--- src/rtl/core/tcs_pkg.sv ---
// package with result type, token codes and character classes for the token classifier
`timescale 1ns / 1ps
`default_nettype none

package tcs_pkg;

  // token kinds
  localparam logic [2:0] KIND_IDENT  = 3'd0;
  localparam logic [2:0] KIND_NUMBER = 3'd1;
  localparam logic [2:0] KIND_OPEN   = 3'd2;
  localparam logic [2:0] KIND_CLOSE  = 3'd3;
  localparam logic [2:0] KIND_COMMA  = 3'd4;
  localparam logic [2:0] KIND_SEMI   = 3'd5;
  localparam logic [2:0] KIND_OPER   = 3'd6;
  localparam logic [2:0] KIND_END    = 3'd7;

  // keyword codes
  localparam logic [1:0] KW_NONE   = 2'd0;
  localparam logic [1:0] KW_DEF    = 2'd1;
  localparam logic [1:0] KW_EXTERN = 2'd2;

  // special characters
  localparam logic [7:0] CH_OPEN    = 8'h28;
  localparam logic [7:0] CH_CLOSE   = 8'h29;
  localparam logic [7:0] CH_COMMA   = 8'h2c;
  localparam logic [7:0] CH_SEMI    = 8'h3b;
  localparam logic [7:0] CH_HASH    = 8'h23;
  localparam logic [7:0] CH_DOT     = 8'h2e;
  localparam logic [7:0] CH_NEWLINE = 8'h0a;

  // number of result slots in the output queue
  localparam int unsigned RES_DEPTH = 2;

  // one result item
  typedef struct packed {
    logic [7:0] tok_char;
    logic [2:0] kind;
    logic       first;
    logic       last;
    logic [1:0] keyword;
  } tok_res_t;

  function automatic logic is_space(input logic [7:0] c);
    return (c == 8'd32) || (c >= 8'd9 && c <= 8'd13);
  endfunction

  function automatic logic is_digit(input logic [7:0] c);
    return (c >= 8'h30) && (c <= 8'h39);
  endfunction

  function automatic logic is_alpha(input logic [7:0] c);
    return (c >= 8'h61 && c <= 8'h7a) || (c >= 8'h41 && c <= 8'h5a);
  endfunction

  function automatic logic is_alnum(input logic [7:0] c);
    return is_alpha(c) || is_digit(c);
  endfunction

  function automatic logic is_single(input logic [7:0] c);
    return (c == CH_OPEN) || (c == CH_CLOSE) || (c == CH_COMMA) ||
           (c == CH_SEMI) || (c == CH_HASH);
  endfunction

  function automatic logic is_oper(input logic [7:0] c);
    return !is_space(c) && !is_alnum(c) && !is_single(c);
  endfunction

  // letters of "def" by position
  function automatic logic [7:0] kw_def_char(input logic [2:0] p);
    logic [7:0] r;
    case (p)
      3'd0:    r = 8'h64;
      3'd1:    r = 8'h65;
      3'd2:    r = 8'h66;
      default: r = 8'h00;
    endcase
    return r;
  endfunction

  // letters of "extern" by position
  function automatic logic [7:0] kw_extern_char(input logic [2:0] p);
    logic [7:0] r;
    case (p)
      3'd0:    r = 8'h65;
      3'd1:    r = 8'h78;
      3'd2:    r = 8'h74;
      3'd3:    r = 8'h65;
      3'd4:    r = 8'h72;
      3'd5:    r = 8'h6e;
      default: r = 8'h00;
    endcase
    return r;
  endfunction

endpackage

`default_nettype wire

--- src/rtl/core/token_classifier_stream_unit.sv ---
// streaming lexer that tags each token character with kind and boundaries
`timescale 1ns / 1ps
`default_nettype none

// Takes one source byte per cycle while in_ready is high (or an end mark)
// and returns the token characters one per result item, each tagged with
// its kind, first/last flags and, on the final identifier character, the
// keyword def or extern. One character is held back until the next byte
// shows where the token ends, so results trail the input by one item; the
// end mark flushes it and adds an end token. An item yields zero, one or
// two results at once; results go through a two-entry output queue. With
// the output side always ready one item is taken every cycle; an item with
// two results waits while the queue is full until an entry drains.
module token_classifier_stream_unit
  import tcs_pkg::*;
(
  input  wire logic       clk,
  input  wire logic       rst_n,
  input  wire logic       in_valid,
  output logic            in_ready,
  input  wire logic [7:0] in_ch,
  input  wire logic       in_end_mark,
  output logic            out_valid,
  input  wire logic       out_ready,
  output logic [7:0]      out_tok_char,
  output logic [2:0]      out_kind,
  output logic            out_first,
  output logic            out_last,
  output logic [1:0]      out_keyword
);

  typedef enum logic [2:0] {
    MODE_BETWEEN = 3'd0,
    MODE_COMMENT = 3'd1,
    MODE_IDENT   = 3'd2,
    MODE_NUMBER  = 3'd3,
    MODE_OPER    = 3'd4
  } mode_t;

  // scanner state
  mode_t      mode_r, mode_nxt;
  logic [7:0] held_char_r, held_char_nxt;
  logic       held_valid_r, held_valid_nxt;
  logic       held_first_r, held_first_nxt;
  logic [2:0] name_len_r, name_len_nxt;
  logic       def_ok_r, def_ok_nxt;
  logic       ext_ok_r, ext_ok_nxt;

  // output queue
  tok_res_t   res_r [RES_DEPTH];
  logic       wr_ptr_r;
  logic       rd_ptr_r;
  logic [1:0] cnt_r;

  tok_res_t   res0, res1;
  logic [1:0] n_res;
  logic       in_acc, out_acc;
  logic [1:0] n_push;
  logic [2:0] room_need;

  // step logic: next scanner state and results for the current input item
  always_comb begin
    logic       extend_ok;
    logic       classify;
    logic [2:0] held_kind;
    logic [1:0] kw;
    logic [2:0] p;
    tok_res_t   r_flush;
    tok_res_t   r_single;
    logic       has_flush;
    logic       has_single;
    logic       start_id;

    mode_nxt       = mode_r;
    held_char_nxt  = held_char_r;
    held_valid_nxt = held_valid_r;
    held_first_nxt = held_first_r;
    name_len_nxt   = name_len_r;
    def_ok_nxt     = def_ok_r;
    ext_ok_nxt     = ext_ok_r;
    extend_ok      = 1'b0;
    classify       = 1'b0;
    has_flush      = 1'b0;
    has_single     = 1'b0;
    start_id       = 1'b0;
    p              = name_len_r;

    // kind of the held character
    case (mode_r)
      MODE_IDENT:  held_kind = KIND_IDENT;
      MODE_NUMBER: held_kind = KIND_NUMBER;
      default:     held_kind = KIND_OPER;
    endcase

    // keyword seen on the last identifier character
    kw = KW_NONE;
    if (mode_r == MODE_IDENT) begin
      if (def_ok_r && name_len_r == 3'd3) begin
        kw = KW_DEF;
      end else if (ext_ok_r && name_len_r == 3'd6) begin
        kw = KW_EXTERN;
      end
    end

    r_flush.tok_char  = held_char_r;
    r_flush.kind      = held_kind;
    r_flush.first     = held_first_r;
    r_flush.last      = 1'b1;
    r_flush.keyword   = kw;

    r_single.tok_char = in_ch;
    r_single.kind     = KIND_OPEN;
    r_single.first    = 1'b1;
    r_single.last     = 1'b1;
    r_single.keyword  = KW_NONE;

    if (in_end_mark) begin
      // flush held character, then end token
      has_flush         = held_valid_r;
      has_single        = 1'b1;
      r_single.tok_char = 8'h00;
      r_single.kind     = KIND_END;
      mode_nxt          = MODE_BETWEEN;
      held_valid_nxt    = 1'b0;
      held_char_nxt     = 8'h00;
      held_first_nxt    = 1'b0;
    end else begin
      unique case (mode_r)
        MODE_COMMENT: begin
          if (in_ch == CH_NEWLINE) begin
            mode_nxt = MODE_BETWEEN;
          end
        end
        MODE_IDENT:  extend_ok = is_alnum(in_ch);
        MODE_NUMBER: extend_ok = is_digit(in_ch) || (in_ch == CH_DOT);
        MODE_OPER:   extend_ok = is_oper(in_ch);
        default:     classify  = 1'b1;
      endcase

      if (mode_r == MODE_IDENT || mode_r == MODE_NUMBER || mode_r == MODE_OPER) begin
        if (extend_ok) begin
          // token goes on: emit the held character, not marked as last
          has_flush      = 1'b1;
          r_flush.last    = 1'b0;
          r_flush.keyword = KW_NONE;
          held_char_nxt  = in_ch;
          held_first_nxt = 1'b0;
          if (mode_r == MODE_IDENT) begin
            def_ok_nxt = def_ok_r & (p < 3'd3) & (kw_def_char(p) == in_ch);
            ext_ok_nxt = ext_ok_r & (p < 3'd6) & (kw_extern_char(p) == in_ch);
            if (name_len_r != 3'd7) begin
              name_len_nxt = name_len_r + 3'd1;
            end
          end
        end else begin
          // token ends: flush the held character, then classify this byte
          has_flush      = held_valid_r;
          held_valid_nxt = 1'b0;
          classify       = 1'b1;
        end
      end

      if (classify) begin
        mode_nxt = MODE_BETWEEN;
        if (is_space(in_ch)) begin
          mode_nxt = MODE_BETWEEN;
        end else if (in_ch == CH_HASH) begin
          mode_nxt = MODE_COMMENT;
        end else if (is_alpha(in_ch)) begin
          mode_nxt = MODE_IDENT;
          start_id = 1'b1;
        end else if (is_digit(in_ch) || in_ch == CH_DOT) begin
          mode_nxt = MODE_NUMBER;
        end else if (in_ch == CH_OPEN) begin
          has_single    = 1'b1;
          r_single.kind = KIND_OPEN;
        end else if (in_ch == CH_CLOSE) begin
          has_single    = 1'b1;
          r_single.kind = KIND_CLOSE;
        end else if (in_ch == CH_COMMA) begin
          has_single    = 1'b1;
          r_single.kind = KIND_COMMA;
        end else if (in_ch == CH_SEMI) begin
          has_single    = 1'b1;
          r_single.kind = KIND_SEMI;
        end else begin
          mode_nxt = MODE_OPER;
        end

        // start of a multi-character token
        if (mode_nxt == MODE_IDENT || mode_nxt == MODE_NUMBER || mode_nxt == MODE_OPER) begin
          held_char_nxt  = in_ch;
          held_valid_nxt = 1'b1;
          held_first_nxt = 1'b1;
        end
        if (start_id) begin
          name_len_nxt = 3'd1;
          def_ok_nxt   = (in_ch == kw_def_char(3'd0));
          ext_ok_nxt   = (in_ch == kw_extern_char(3'd0));
        end
      end
    end

    // pack results in order
    if (has_flush) begin
      res0 = r_flush;
      res1 = r_single;
    end else begin
      res0 = r_single;
      res1 = r_flush;
    end
    n_res = {1'b0, has_flush} + {1'b0, has_single};
  end

  // queue handshake: take an item only if its results fit
  assign out_valid = (cnt_r != 2'd0);
  assign out_acc   = out_valid && out_ready;
  assign room_need = {1'b0, cnt_r} - {2'b00, out_acc} + {1'b0, n_res};
  assign in_ready  = (room_need <= 3'(RES_DEPTH));
  assign in_acc    = in_valid && in_ready;
  assign n_push    = in_acc ? n_res : 2'd0;

  assign out_tok_char = res_r[rd_ptr_r].tok_char;
  assign out_kind     = res_r[rd_ptr_r].kind;
  assign out_first    = res_r[rd_ptr_r].first;
  assign out_last     = res_r[rd_ptr_r].last;
  assign out_keyword  = res_r[rd_ptr_r].keyword;

  // scanner state and queue control
  always_ff @(posedge clk) begin
    if (!rst_n) begin
      mode_r       <= MODE_BETWEEN;
      held_char_r  <= 8'h00;
      held_valid_r <= 1'b0;
      held_first_r <= 1'b0;
      name_len_r   <= 3'd0;
      def_ok_r     <= 1'b1;
      ext_ok_r     <= 1'b1;
      wr_ptr_r     <= 1'b0;
      rd_ptr_r     <= 1'b0;
      cnt_r        <= 2'd0;
    end else begin
      if (in_acc) begin
        mode_r       <= mode_nxt;
        held_char_r  <= held_char_nxt;
        held_valid_r <= held_valid_nxt;
        held_first_r <= held_first_nxt;
        name_len_r   <= name_len_nxt;
        def_ok_r     <= def_ok_nxt;
        ext_ok_r     <= ext_ok_nxt;
      end
      wr_ptr_r <= wr_ptr_r ^ n_push[0];
      rd_ptr_r <= rd_ptr_r ^ out_acc;
      cnt_r    <= 2'(room_need - {1'b0, n_res} + {1'b0, n_push});
    end
  end

  // queue payload
  always_ff @(posedge clk) begin
    if (n_push != 2'd0) begin
      res_r[wr_ptr_r] <= res0;
    end
    if (n_push == 2'd2) begin
      res_r[~wr_ptr_r] <= res1;
    end
  end

endmodule

`default_nettype wire
--- config.mk ---
export PLATFORM = sky130hd
export DESIGN_NAME = token_classifier_stream_unit
export DESIGN_NICKNAME = d
export VERILOG_FILES = /design/src/rtl/core/tcs_pkg.sv /design/src/rtl/core/token_classifier_stream_unit.sv
export SDC_FILE = /design/constraint.sdc
export NUM_CORES = 1
export LEC_CHECK = 0
export ABC_AREA = 1
export BUFFER_PORTS_ARGS = -buffer_cell sky130_fd_sc_hd__buf_2
export CORE_UTILIZATION = 45
export CTS_BUF_LIST = sky130_fd_sc_hd__clkbuf_8 sky130_fd_sc_hd__clkbuf_16
export DETAILED_ROUTE_END_ITERATION = 8
export SLEW_MARGIN = 20
export SYNTH_ARGS = -nofsm -noshare
export SYNTH_HDL_FRONTEND = slang
export SYNTH_SLANG_ARGS = --single-unit
--- constraint.sdc ---
create_clock -name clk -period 11.72 [get_ports clk]
set_input_delay 2.344 -clock clk [delete_from_list [all_inputs] [get_ports clk]]
set_output_delay 2.344 -clock clk [all_outputs]
set_load 0.005 [all_outputs]
==> results of run 1 <==
cell type report:
type / instances / area [um^2] / share of cell area (%)
Sequential cell: 53 / 1360 / 33.0
Multi-Input combinational cell: 421 / 2180 / 52.9
Timing Repair Buffer: 29 / 145 / 3.52
Tap cell: 105 / 131 / 3.19
Inverter: 55 / 209 / 5.07
Clock inverter: 2 / 10.0 / 0.243
Clock buffer: 6 / 82.6 / 2.00
per-stage QoR:
| step | utilization [%] | total power, mW | hold WS, ns | instances | setup slack [ns] |
|---|---|---|---|---|---|
| finish | 49.9 | 0.749 | 0.470 | 671 | 4.18 |
| global route | 49.9 | 0.816 | 0.485 | 671 | 3.81 |
| CTS | 49.9 | 0.753 | 0.471 | 671 | 4.18 |
| detailed placement | 48.8 | 0.646 | 0.455 | 663 | 4.17 |
| global placement | 48.8 | 0.642 | 0.452 | 663 | 4.24 |
| floorplan | - | 0.552 | 0.445 | 550 | 4.48 |
registers in the layout (all words and copies together) (netlist names), 2 cells and up, named ones only:
signal / flops
name_len_r: 3
mode_r: 3
held_char_r: 8
cnt_r: 2
res_r: 30
power groups by stage:
stage | clock, mW | combinational (mW) | sequential (mW)
6_report | 0.107 | 0.364 | 0.278
5_1_grt | 0.116 | 0.416 | 0.283
4_1_cts | 0.110 | 0.365 | 0.278
3_5_place_dp | 0 | 0.363 | 0.283
3_3_place_gp | 0 | 0.360 | 0.282
2_1_floorplan | 0 | 0.288 | 0.264
path summary, 6_finish.rpt:
path / startpoint / to / slack, ns / depth (start not counted)
setup reg to reg: mode_r[1] / res_r[1][1] / 6.31 / 23
setup / recovery: in_ch[4] / in_ready / 4.18 / 19
hold / removal: held_char_r[3] / held_char_r[3] / 0.47 / 2
hold reg to reg: held_char_r[3] / held_char_r[3] / 0.47 / 2
kinds of logic (layout without fill, tap and decap cells):
kind of cell | Yosys count | in the layout | share of synthesized area, %
flip-flops | 53 | 53 | 35.3
buffers and inverters | 76 | 92 | 8.21
multiplexers | 16 | 16 | 4.64
AO/OA/AOI/OAI | 65 | 65 | 8.86
AND/OR/NAND/NOR | 322 | 322 | 37.9
XOR/XNOR | 9 | 9 | 2.04
adder cells (fa/ha/maj) | 9 | 9 | 3.11
worst min-delay path, stage by stage, from the launching register on:
cell and delay (ns):
dfxtp_1 0.32, nand2_1 0.06, a21oi_1 0.06
per-layer routing:
metal | share of wire, % | vias up
met5 | 0 | -
met4 | 0.72 | 0
met3 | 3.6 | 4
met2 | 45 | 85
met1 | 50 | 1567
li1 | - | 1832
placed cells by master, fill, tap and decap left out, drive strengths merged, types with 6 or more instances in the layout:
master  synthesis  final
nand2         187    187
nand3          64     64
inv            54     56
nor2           55     55
o21ai          36     36
edfxtp         30     30
buf            10     29
a21oi          24     24
dfxtp          23     23
mux2           15     15
nand4           8      8
ha              8      8
xor2            7      7
nor3            6      6
clkbuf         11      6
==> flow_metrics.env, run 1 <==
export IMPL_sw_frac_of_total_pct=43.8
export IMPL_yosys_top_cells_area="edfxtp_1 23%, nand2_1 17%, dfxtp_1 12%"
export IMPL_global_route_wire_length_before_repair_mm=15.3
export IMPL_synthesis_area_per_instance_um2=7.01
export IMPL_clkLatencyLatePin_ns=0.30
export IMPL_seq_power_share_pct=37.1
export IMPL_netlist_area_mm2=0.00386
export IMPL_post_cts_resized=0
export IMPL_grt_overflow=0
export IMPL_ys_top_cells_by_count="179 x nand2_1, 54 x nand3_1, 50 x nor2_1"
export IMPL_chipHeight_um=94.6
export IMPL_drc_errors=0
export IMPL_layout_worst_path_cycle_share_pct=64.3
export IMPL_ys_warnings_count=0
export IMPL_use_met1_pct=29.9
export IMPL_arrival_ns=5.19
export IMPL_cts_max_level=2
export IMPL_tritoncts="done"
export IMPL_timing_critical_path_required_ns=9.38
export IMPL_design_area_mm2=0.00412
export IMPL_timing_critical_path_to_type="primary output"
export IMPL_critical_path_n_buffers_inverters=4
export IMPL_timing_final_setup_violations=0
export IMPL_routed_wirelength_mm=9.04
export IMPL_relSlewSlack_pct=41.6
export IMPL_peak_usage_layer_in_the_global_routing_report="met2"
export IMPL_yosys_cell_types_count=38
export IMPL_dr_pass1_iters=5
export IMPL_first_global_vias=3157
export IMPL_comb_power_share_pct=48.6
export IMPL_grtUsageMet3_pct=2.17
export IMPL_cts_sinks=53
export IMPL_hold_viol_final=0
export IMPL_post_synth_top_area_fraction_pct=23.4
export IMPL_clkTransAtPathRegs_ns=0.10
export IMPL_run_status="completed"
export IMPL_worstSetupPathType="in -> out"
export IMPL_max_vdd_ir_drop_mv=0.0727
export IMPL_maximum_number_of_pins_on_one_net_before_global_route_repair=30
export IMPL_synth_seq_cells=53
export IMPL_cts_repair_timing_setup_buffer_count=0
export IMPL_sequential_element_share_of_the_synthesized_area_pct=35.3
export IMPL_count_of_flip_flops_with_a_built_in_enable_after_synthesis=30
export IMPL_rsz_0062_raised_after_global_routing="false"
export IMPL_critical_path_top_delay_family="simple AND/OR/NAND/NOR gates"
export IMPL_antenna_violations_before_repair=0
export IMPL_drt_antenna_violating_nets=0
export IMPL_clock_power_share_pct=14.3
export IMPL_finalWorstPathRequiredPeriod_ns=7.54
export IMPL_detail_route_vias_per_cell=5.20
export IMPL_dominantRegCellSynth="edfxtp_1"
export IMPL_final_max_slew_violation_count=0
export IMPL_placement_cell_area_mm2=0.00403
export IMPL_gp_routability_congestion=0.897
export IMPL_drt_first_iter_violations=175
export IMPL_critical_path_slowest_cell="fa_1"
export IMPL_timing_fmax_mhz=133
export IMPL_grt_total_usage_pct=21.6
export IMPL_routed_wire_length_per_instance_um=13.5
export IMPL_cts_hold_buffers_added=0
export IMPL_numCtsBuffers=5
export IMPL_drv_max_cap_violation_count=0
export IMPL_synth_cells=550
export IMPL_yosysMostFrequentCell="nand2_1"
export IMPL_final_layout_size_suffix_gt1_share_pct=14.8
export IMPL_route_vias_total=3488
export IMPL_netlist_top_cell_by_area="edfxtp_1"
export IMPL_die_area_mm2=0.00895
export IMPL_io_pin_count=30
export IMPL_min_delay_path_class="reg -> reg"
export IMPL_placement_io_buffers=29
export IMPL_ys_async_sr_fraction_pct=0
export IMPL_crit_chain="buf_2 -> inv_2 -> nand2_1 -> nor2_4 -> nand3_1 -> nand3_4 -> nor2_4 -> nand2_2 -> nand2_4 -> nand2_4 -> nand2_8 -> ha_1 -> xnor2_1 -> ha_1 -> inv_1 -> fa_1 -> o21ai_0 -> nor2_1 -> buf_2"
export IMPL_cpPeakStageDelay_ns=0.51
export IMPL_clock_skew_final_ns=0.00888
export IMPL_element_type_at_the_critical_path_start="input pin"
export IMPL_power_density_cell_area_mw_per_mm2=182
export IMPL_grt_util_met2_pct=36.2
export IMPL_rows=33
export IMPL_cts_root_buffer_cell="clkbuf_8"
export IMPL_num_nets_final=587
export IMPL_fill_cell_count=840
export IMPL_mappedNetlistNets=572
export IMPL_tightestPinTransition_ns=0.873
export IMPL_fin_setup_tns_ns=0
export IMPL_internal_power_mw=0.421
export IMPL_initial_core_util_pct=46.7
export IMPL_syn_to_final_growth_pct=6.78
export IMPL_power_leakage_nw=1.79
export IMPL_coreArea_mm2=0.00826
export IMPL_die_w_um=94.6
export IMPL_dp_hpwl_mm=6.84
export IMPL_path_max_fanout=28
export IMPL_num_antenna_cells=0
export IMPL_clockBufferDepth=2
export IMPL_p_sw_mw=0.328
Power figures use the tool's default switching activity.
==> run 2, diff against run 1 <==
clock period = 7.4 ns   (was 11.72 ns; I/O delays follow)
==> flow_metrics.env, run 2 (same netlist as run 1, synthesis figures left out) <==
export IMPL_num_antenna_cells=0
export IMPL_fin_setup_tns_ns=0
export IMPL_max_vdd_ir_drop_mv=0.125
export IMPL_coreArea_mm2=0.00826
export IMPL_postLayoutSetupSlackWorst_ns=1.12
export IMPL_global_route_wire_length_before_repair_mm=15.2
export IMPL_clkTransAtPathRegs_ns=0.09
export IMPL_p_sw_mw=0.530
export IMPL_relSlewSlack_pct=54.4
export IMPL_power_density_cell_area_mw_per_mm2=296
export IMPL_internal_power_mw=0.698
export IMPL_fill_cell_count=823
export IMPL_run_status="completed"
export IMPL_cts_repair_timing_setup_buffer_count=0
export IMPL_power_leakage_nw=1.80
export IMPL_cts_hold_buffers_added=0
export IMPL_chipHeight_um=94.6
export IMPL_dpl_cell_count=665
export IMPL_cts_sinks=53
export IMPL_drv_max_cap_violation_count=0
export IMPL_cts_root_buffer_cell="clkbuf_8"
export IMPL_grt_total_usage_pct=21.9
export IMPL_rows=33
export IMPL_drc_errors=0
export IMPL_clkLatencyLatePin_ns=0.32
export IMPL_syn_to_final_growth_pct=7.65
export IMPL_cp_depth=24
export IMPL_final_layout_size_suffix_gt1_share_pct=15.1
export IMPL_detailedPlace_worstSlack_ns=0.789
export IMPL_hold_viol_final=0
export IMPL_timing_fmax_mhz=159
export IMPL_die_w_um=94.6
export IMPL_numCtsBuffers=5
export IMPL_sequential_cell_area_mm2=0.00136
export IMPL_route_vias_total=3512
export IMPL_critical_path_n_buffers_inverters=5
export IMPL_holdCritStartpoint="held_char_r[4]"
export IMPL_critical_path_slowest_cell="nand2_1"
export IMPL_top_register_by_number_of_flip_flops="res_r"
export IMPL_comb_power_share_pct=48.7
export IMPL_clock_skew_final_ns=0.0118
export IMPL_tritoncts="done"
export IMPL_finish_cell_count_without_fillers=673
export IMPL_layout_commonest_cell="nand2_1"
export IMPL_path_max_fanout=29
export IMPL_finalWorstPathRequiredPeriod_ns=6.28
export IMPL_rrSetupSlack_ns=2.03
export IMPL_dr_pass1_iters=5
export IMPL_io_pin_count=30
export IMPL_drt_antenna_violating_nets=0
export IMPL_arrival_ns=6.23
export IMPL_crit_reg2reg_capture="res_r[0][0]"
export IMPL_antenna_violations_before_repair=0
export IMPL_multi_input_comb_area_mm2=0.00218
export IMPL_first_global_vias=3137
export IMPL_clockBufferDepth=2
export IMPL_tightestPinTransition_ns=0.680
export IMPL_placement_io_buffers=29
export IMPL_cts_max_level=2
export IMPL_layout_worst_path_cycle_share_pct=84.8
export IMPL_dp_hpwl_mm=6.98
export IMPL_timing_critical_path_mode_cell="nand2_1"
export IMPL_seq_power_share_pct=34.9
export IMPL_routed_wirelength_mm=9.09
export IMPL_drt_first_iter_violations=208
export IMPL_element_type_at_the_critical_path_start="input pin"
export IMPL_routed_wire_length_per_instance_um=13.5
export IMPL_rr_startpoint="mode_r[1]"
export IMPL_die_area_mm2=0.00895
export IMPL_timing_critical_path_to_type="flip-flop"
export IMPL_initial_core_util_pct=46.7
export IMPL_hold_depth=2
export IMPL_post_cts_resized=0
export IMPL_largest_register_ffs=30
export IMPL_num_nets_final=589
export IMPL_critical_path_top_delay_family="simple AND/OR/NAND/NOR gates"
export IMPL_timing_critical_path_required_ns=7.35
export IMPL_sw_frac_of_total_pct=43.2
export IMPL_smallest_hold_slack_ns=0.472
export IMPL_timing_final_setup_violations=0
export IMPL_final_cell_mix="179 x nand2_1, 54 x nand3_1, 50 x nor2_1"
export IMPL_reg_largest_list="res_r (30), held_char_r (8)"
export IMPL_cpPeakStageDelay_ns=0.53
export IMPL_detail_route_vias_per_cell=5.22
export IMPL_final_util_pct=50.3
export IMPL_cp_startpoint="in_ch[3]"
export IMPL_hold_path_end="held_char_r[4]"
export IMPL_min_delay_path_class="reg -> reg"
export IMPL_worstSetupPathType="in -> reg"
export IMPL_final_max_slew_violation_count=0
export IMPL_clock_power_share_pct=16.3
export IMPL_maximum_number_of_pins_on_one_net_before_global_route_repair=30
export IMPL_gp_routability_congestion=0.851
export IMPL_crit_chain="buf_2 -> nor2_1 -> nand3_1 -> nand3_2 -> nand2_1 -> nand2_1 -> nand2_1 -> inv_2 -> nand2_4 -> nand2_4 -> nand2_8 -> ha_1 -> xnor2_1 -> ha_1 -> inv_1 -> fa_1 -> o21ai_0 -> nor2_1 -> nand2_1 -> nor2_1 -> inv_1 -> nor2_4 -> inv_1 -> nand2_1"
export IMPL_r2r_cells=23
export IMPL_rsz_0062_raised_after_global_routing="false"
export IMPL_grt_overflow=0
run 2: metrics by stage:
stage	total power [mW]	cell area, um^2
floorplan	0.874	3860
global placement	1.02	4040
detailed placement	1.03	4040
CTS	1.23	4150
global route	1.33	4150
finish	1.23	4150
run 2: cell type report:
cell class	instances	share of cell area (%)
clock buffers	5	1.66
flip-flops and latches	53	32.8
clock inverters	3	1.02
well taps	105	3.16
repair buffers	31	3.86
multi-input cells	421	52.5
inverters	55	5.03
run 2: worst max path at each step:
stage | slack, ns | to
floorplan | 1.83 | res_r[0][0]
global placement | 0.97 | res_r[0][10]
detailed placement | 0.79 | res_r[0][7]
CTS | 1.13 | res_r[0][0]
global route | 0.62 | res_r[0][14]
finish | 1.12 | res_r[0][0]
run 2: worst register-to-register path, cell delays in order, from the launching register on:
cell and delay [ns]:
dfxtp_1 0.39, inv_1 0.06, nor2_1 0.12, inv_1 0.12, nor2_1 0.24, nand2_1 0.13, nand2_1 0.12, inv_2 0.07
nand2_4 0.10, nand2_4 0.09, nand2_8 0.18, ha_1 0.27, xnor2_1 0.16, ha_1 0.16, inv_1 0.04, fa_1 0.51
o21ai_0 0.11, nor2_1 0.15, nand2_1 0.34, nor2_1 0.36, inv_1 0.12, nor2_4 0.51, inv_1 0.13, nand2_1 0.53
run 2: routing by layer:
layer	up-vias	wire length, um	global-route usage (%)
li1	1832	-	-
met1	1585	4470	29.7
met2	87	4170	37.0
met3	8	357	2.66
met4	0	100	5.05
met5	-	0	0
run 2: power by group through the flow:
stage          clock network, mW  registers (mW)  logic, mW
2_1_floorplan                  0           0.419      0.456
4_1_cts                    0.202           0.430      0.595
5_1_grt                    0.213           0.437      0.681
6_report                   0.200           0.429      0.598
3_3_place_gp                   0           0.435      0.580
3_5_place_dp                   0           0.436      0.592
